--- src/rtl/ffra_pkg.sv ---
// Shared field widths, result codes and control types of the first-fit run allocator.
package ffra_pkg;

   // Field widths of the request and response items.
   localparam int OWNER_W = 8;
   localparam int SIZE_W  = 11;
   localparam int STAT_W  = 2;
   localparam int ADDR_W  = 10;
   localparam int FREE_W  = 11;

   // Packed widths of the stream data buses, padded to whole bytes.
   localparam int REQ_DATA_W = 24;
   localparam int RSP_DATA_W = 24;

   // Width of one ownership map entry.
   localparam int ENTRY_W = 8;

   // Owner id that cannot be stored, since its encoded value would overflow an entry.
   localparam logic [OWNER_W-1:0] OWNER_INVALID = 8'hFF;

   // Response status codes.
   localparam logic [STAT_W-1:0] STATUS_OK       = 2'd0;
   localparam logic [STAT_W-1:0] STATUS_NO_FREE  = 2'd1;
   localparam logic [STAT_W-1:0] STATUS_NO_RUN   = 2'd2;
   localparam logic [STAT_W-1:0] STATUS_BAD_OWNR = 2'd3;

   // Outcome of a map scan, reported by the scanner to the controller.
   typedef struct packed {
      logic done;
      logic found;
   } scan_status_type;

endpackage

--- src/rtl/ffra_scan.sv ---
// Map scanner: streams the ownership map through the RAM read port and finds the
// lowest free run that is long enough for the request.
module ffra_scan
   import ffra_pkg::*;
#(
   parameter int MAP_ENTRIES = 1024
) (
   input  logic                           clock,
   input  logic                           reset,
   input  logic                           start,
   input  logic [SIZE_W-1:0]              size,
   output logic [$clog2(MAP_ENTRIES)-1:0] rd_addr,
   input  logic [ENTRY_W-1:0]             rd_data,
   output scan_status_type                status,
   output logic [$clog2(MAP_ENTRIES)-1:0] run_start
);

   localparam int AW = $clog2(MAP_ENTRIES);
   localparam int FW = $clog2(MAP_ENTRIES + 1);
   localparam int CW = (FW > SIZE_W) ? FW : SIZE_W;
   localparam int EW = ((AW > SIZE_W) ? AW : SIZE_W) + 1;
   localparam logic [AW-1:0] LAST_IDX = AW'(MAP_ENTRIES - 1);

   logic              active_ff, active_in;
   logic              issued_all_ff, issued_all_in;
   logic              pend_ff, pend_in;
   logic [AW-1:0]     addr_ff, addr_in;
   logic [AW-1:0]     pidx_ff, pidx_in;
   logic [FW-1:0]     run_ff, run_in;
   logic [SIZE_W-1:0] size_ff, size_in;

   logic              issue;
   logic              free_hit;
   logic              hit;
   logic              last;
   logic [FW-1:0]     run_new;
   logic [EW-1:0]     start_ext;

   // Compare the entry that returns this cycle and extend or break the current run.
   always_comb begin
      issue     = active_ff && !issued_all_ff;
      free_hit  = pend_ff && (rd_data == '0);
      run_new   = free_hit ? FW'(run_ff + 1'b1) : '0;
      hit       = active_ff && free_hit && (CW'(run_new) >= CW'(size_ff));
      last      = pend_ff && (pidx_ff == LAST_IDX);
      start_ext = EW'(pidx_ff) + EW'(1) - EW'(size_ff);
      rd_addr   = addr_ff;
      run_start = start_ext[AW-1:0];
      status.done  = active_ff && (hit || last);
      status.found = hit;
   end

   // Next state of the read sequencer and the run counter.
   always_comb begin
      active_in     = active_ff;
      issued_all_in = issued_all_ff;
      pend_in       = pend_ff;
      addr_in       = addr_ff;
      pidx_in       = pidx_ff;
      run_in        = run_ff;
      size_in       = size_ff;
      if (start) begin
         active_in     = 1'b1;
         issued_all_in = 1'b0;
         pend_in       = 1'b0;
         addr_in       = '0;
         run_in        = '0;
         size_in       = size;
      end else if (active_ff) begin
         if (status.done) begin
            active_in = 1'b0;
            pend_in   = 1'b0;
         end else begin
            pend_in = issue;
            pidx_in = addr_ff;
            if (issue) begin
               addr_in       = AW'(addr_ff + 1'b1);
               issued_all_in = (addr_ff == LAST_IDX);
            end
            if (pend_ff) begin
               run_in = run_new;
            end
         end
      end
   end

   // Control registers.
   always_ff @(posedge clock) begin
      if (reset) begin
         active_ff     <= 1'b0;
         issued_all_ff <= 1'b0;
         pend_ff       <= 1'b0;
      end else begin
         active_ff     <= active_in;
         issued_all_ff <= issued_all_in;
         pend_ff       <= pend_in;
      end
   end

   // Datapath registers.
   always_ff @(posedge clock) begin
      addr_ff <= addr_in;
      pidx_ff <= pidx_in;
      run_ff  <= run_in;
      size_ff <= size_in;
   end

endmodule

--- config.mk ---
export PLATFORM = sky130hd
export DESIGN_NAME = ffra_scan
export DESIGN_NICKNAME = d
export VERILOG_FILES = /design/src/rtl/ffra_pkg.sv /design/src/rtl/ffra_scan.sv
export SDC_FILE = /design/constraint.sdc
export NUM_CORES = 1
export LEC_CHECK = 0
export BUFFER_PORTS_ARGS = -buffer_cell sky130_fd_sc_hd__buf_2
export CAP_MARGIN = 5
export CORE_MARGIN = 3
export CORE_UTILIZATION = 35
export DETAILED_ROUTE_END_ITERATION = 8
export GPL_ROUTABILITY_DRIVEN = 1
export SYNTH_ARGS = -nofsm -noshare
export SYNTH_HDL_FRONTEND = slang
export SYNTH_SLANG_ARGS = --single-unit
--- constraint.sdc ---
create_clock -name clock -period 6.8 [get_ports clock]
set_input_delay 2.04 -clock clock [delete_from_list [all_inputs] [get_ports clock]]
set_output_delay 2.04 -clock clock [all_outputs]
set_load 0.05 [all_outputs]
==> impl_metrics.prom <==
# TYPE chip_impl_metric gauge
chip_impl_info{name="run_status",value="finished clean"} 1
chip_impl_metric{name="fp.coreArea",unit="µm²"} 7370
chip_impl_metric{name="syn_nets",unit=""} 337
chip_impl_metric{name="cts_inserted_buffers",unit=""} 5
chip_impl_metric{name="route.antenna.remaining_nets",unit=""} 0
chip_impl_metric{name="placed_area",unit="µm²"} 3010
chip_impl_metric{name="irDropWorstVdd",unit="mV"} 0.0901
chip_impl_metric{name="yosysWarningCount",unit=""} 0
chip_impl_metric{name="measured_slew_at_the_worst_slew_check_pin",unit="ps"} 769
chip_impl_metric{name="drt_first_iter_violations",unit=""} 55
chip_impl_metric{name="synth-async-reset-ratio",unit="%"} 0
chip_impl_metric{name="grt_max_degree",unit=""} 38
chip_impl_metric{name="setup-tns-final",unit="ps"} 0
chip_impl_metric{name="post_synth_and_or_nand_nor_area_fraction",unit="%"} 19.6
chip_impl_metric{name="numPlacedInstances",unit=""} 420
chip_impl_metric{name="detail_route.vias_per_cell",unit=""} 4.95
chip_impl_metric{name="synth_adder_area_share",unit="%"} 14.6
chip_impl_metric{name="synth_compound_gate_area_share",unit="%"} 11.7
chip_impl_metric{name="number_of_global_route_vias_before_repair",unit=""} 2141
chip_impl_metric{name="cp.arrival",unit="ps"} 4380
chip_impl_info{name="synth_largest_area_cell",value="edfxtp_1"} 1
chip_impl_metric{name="setup_viol",unit=""} 0
chip_impl_info{name="tritoncts",value="done"} 1
chip_impl_metric{name="avgRoutedWirePerCell",unit="µm"} 13.5
chip_impl_metric{name="place.gp.congestion",unit=""} 0.825
chip_impl_info{name="crit_path_end",value="status[1]"} 1
chip_impl_metric{name="static-leakage-power",unit="nW"} 1.32
chip_impl_info{name="crit_chain",value="buf_2, nor4_2, nand4_2, nor2_1, ha_1, a21oi_1, o21ai_0, a21oi_1, nor2_1, nor3_1, nor2_1, buf_2"} 1
chip_impl_info{name="hold_wc_path_type",value="reg -> reg"} 1
chip_impl_metric{name="final_max_slew_viol_count",unit=""} 0
chip_impl_metric{name="grt_pass1_wl",unit="mm"} 9.93
chip_impl_metric{name="ctsLongestPathBuffers",unit=""} 2
chip_impl_metric{name="io_pins",unit=""} 44
chip_impl_metric{name="fp.dieArea",unit="µm²"} 8820
chip_impl_info{name="cts_root_buf",value="clkbuf_8"} 1
chip_impl_info{name="critPathMostFrequentCell",value="nor2_1"} 1
chip_impl_metric{name="detail_route.drc_violations",unit=""} 0
chip_impl_metric{name="timing.slew.headroom",unit="%"} 48.7
chip_impl_metric{name="design_area",unit="µm²"} 3100
chip_impl_metric{name="clkSlewWorstSetupHoldPaths",unit="ps"} 90
chip_impl_metric{name="yosys.area.top_type_share",unit="%"} 23.3
chip_impl_metric{name="clock-skew-final",unit="ps"} 9.21
chip_impl_metric{name="crit_fanout",unit=""} 17
chip_impl_info{name="timing.critical_path.to_type",value="output pin"} 1
chip_impl_metric{name="dieWidth",unit="µm"} 93.9
chip_impl_info{name="yosys.cell_count.top_type",value="nor2_1"} 1
chip_impl_metric{name="postRouteWirelength",unit="mm"} 5.79
chip_impl_metric{name="place.detailed.hpwl",unit="mm"} 4.44
chip_impl_metric{name="syn_avg_cell_area",unit="µm²"} 9.53
chip_impl_metric{name="drtPass1Iterations",unit=""} 4
chip_impl_metric{name="portBuffers",unit=""} 43
chip_impl_metric{name="source_to_sink_clock_delay_at_the_later_pin_of_the_worst_skew_pair",unit="ps"} 300
chip_impl_info{name="cpMaxStageDelayCell",value="nand4_2"} 1
chip_impl_metric{name="insertedDiodeCount",unit=""} 0
chip_impl_metric{name="synthCells",unit=""} 284
chip_impl_metric{name="flow.area_growth_from_synthesis",unit="%"} 14.6
chip_impl_info{name="reg2reg_to",value="pidx_ff[0]$_DFFE_PP_"} 1
chip_impl_metric{name="final_nets",unit=""} 381
chip_impl_metric{name="final_hold_viol_count",unit=""} 0
chip_impl_info{name="synthFlopType",value="dfxtp_1"} 1
chip_impl_metric{name="worst-r2r-cell-count",unit=""} 12
chip_impl_info{name="synth.cells.most_frequent",value="nor2_1, ha_1, dfxtp_1"} 1
chip_impl_metric{name="post_cts.repair.setup_buffers",unit=""} 0
chip_impl_metric{name="gr-usage-all-layers",unit="%"} 14.2
chip_impl_metric{name="die_height",unit="µm"} 93.9
chip_impl_metric{name="initial_core_utilization",unit="%"} 36.7
chip_impl_metric{name="period_needed",unit="ps"} 6420
chip_impl_info{name="worst_setup_path_startpoint",value="rd_data[5]"} 1
chip_impl_info{name="rr_startpoint",value="run_ff[2]$_SDFFE_PP0P_"} 1
chip_impl_metric{name="maxClockFrequency",unit="MHz"} 156
chip_impl_metric{name="post_route_cells_drive_above_1_share",unit="%"} 17.9
chip_impl_metric{name="cellPowerDensity",unit="nW/µm²"} 201
chip_impl_metric{name="antenna_found_initial",unit=""} 0
chip_impl_metric{name="yosysSeqAreaShare",unit="%"} 41.1
chip_impl_metric{name="period_share",unit="%"} 94.4
chip_impl_info{name="main_combinational_cell_family_by_area_after_synthesis",value="simple AND/OR/NAND/NOR gates"} 1
chip_impl_metric{name="grt.overflow.total",unit=""} 0
chip_impl_info{name="yosys-top-cells-area",value="edfxtp_1, dfxtp_1, ha_1"} 1
chip_impl_metric{name="netlist-cell-type-count",unit=""} 40
chip_impl_metric{name="slowest_cell_delay_on_critical_path",unit="ps"} 400
chip_impl_metric{name="hold_depth",unit=""} 0
chip_impl_metric{name="power",unit="mW"} 0.623
chip_impl_metric{name="yosys_register_bits",unit=""} 45
chip_impl_metric{name="synthMuxAreaShare",unit="%"} 2.96
chip_impl_metric{name="dr_total_vias",unit=""} 2117
chip_impl_metric{name="final-instance-count-excl-fill",unit=""} 428
chip_impl_metric{name="post_cts_hold_buffer_count",unit=""} 0
chip_impl_metric{name="synth_edf_count",unit=""} 21
chip_impl_info{name="critPathKind",value="in -> out"} 1
chip_impl_metric{name="synthXorXnorAreaFrac",unit="%"} 5.83
chip_impl_metric{name="postCtsResizedCells",unit=""} 0
chip_impl_info{name="grt_setup_unrepaired",value="no"} 1
chip_impl_metric{name="timing.max_cap.violations",unit=""} 0
chip_impl_metric{name="syn_area",unit="µm²"} 2710
chip_impl_metric{name="fin_hold_ws",unit="ps"} 511
chip_impl_metric{name="cts.sinks",unit=""} 45
chip_impl_metric{name="worst-r2r-setup-slack",unit="ps"} 3250
chip_impl_metric{name="placementRows",unit=""} 31
chip_impl_metric{name="required",unit="ps"} 4760
chip_impl_metric{name="maximum_level_of_the_cts_h_tree",unit=""} 2
chip_impl_info{name="crit_path_start_kind",value="primary input"} 1
==> stage by stage <==
step | worst slack [ps] | util (%)
finish | 384 | 42.1
global route | 30.1 | 42.1
CTS | 347 | 42.1
detailed placement | 358 | 40.9
global placement | 436 | 40.9
floorplan | 456 | -
==> per-layer routing <==
metal	global-route usage [%]	vias up	wire (µm)
met2	23.6	36	2760
met3	3.13	6	251
met1	18.3	961	2670
met5	0	-	0
li1	-	1114	-
met4	4.45	0	102
==> layout make-up <==
class,instances,area [µm²]
Tap cell,99,124
Multi-Input combinational cell,213,1480
Clock buffer,5,68.8
Inverter,19,71.3
Timing Repair Buffer,44,223
Sequential cell,45,1110
Clock inverter,3,21.3
Fill cell,767,4270
==> worst min-delay path by stage <==
| stage | startpoint | to |
|---|---|---|
| after global routing | rd_addr[9]$_SDFFE_PP0P_ | pidx_ff[9]$_DFFE_PP_ |
| after floorplan | run_ff[10]$_SDFFE_PP0P_ | run_ff[10]$_SDFFE_PP0P_ |
| after detailed placement | rd_addr[4]$_SDFFE_PP0P_ | pidx_ff[4]$_DFFE_PP_ |
| final | rd_addr[8]$_SDFFE_PP0P_ | pidx_ff[8]$_DFFE_PP_ |
| after global placement | rd_addr[4]$_SDFFE_PP0P_ | pidx_ff[4]$_DFFE_PP_ |
| after CTS | rd_addr[4]$_SDFFE_PP0P_ | pidx_ff[4]$_DFFE_PP_ |
==> cell usage in the layout (no fill, tap or decap), drive strengths merged, types with 2 or more instances in the layout <==
master,n
buf,44
nor2,36
ha,30
dfxtp,24
a21oi,21
edfxtp,21
inv,20
nand2,19
o21ai,17
nand3,13
xnor2,11
or3,9
mux2i,8
xor2,7
nor3,7
or4,5
clkbuf,5
nand4,4
and4,3
and3,3
and2,2
a21o,2
nor2b,2
a211oi,2
o31ai,2
a31oi,2
==> power by group <==
part	internal, mW	total, mW	switching [mW]
sequential	0.293	0.299	0.00633
combinational	0.0456	0.155	0.110
clock	0.0730	0.168	0.0954
total	0.411	0.623	0.211
==> flip-flops by register name, indices dropped and copies added (netlist names) <==
register	cells
run_ff	11
size_ff	11
rd_addr	10
issued_all_ff	1
active_ff	1
pidx_ff	10
pend_ff	1
==> cells by family after synthesis <==
family | after synthesis
multiplexers | 8
adder cells (fa/ha/maj) | 31
AO/OA/AOI/OAI | 50
buffers and inverters | 26
XOR/XNOR | 18
flip-flops | 45
AND/OR/NAND/NOR | 106
==> critical path: cells and delay by family <==
kind | cells | cell delay, ps
buf+inv | 2 | 310
compound gates | 3 | 410
fa+ha+maj | 1 | 280
simple gates | 6 | 1320
No activity file was read; power rests on OpenSTA's default activity.
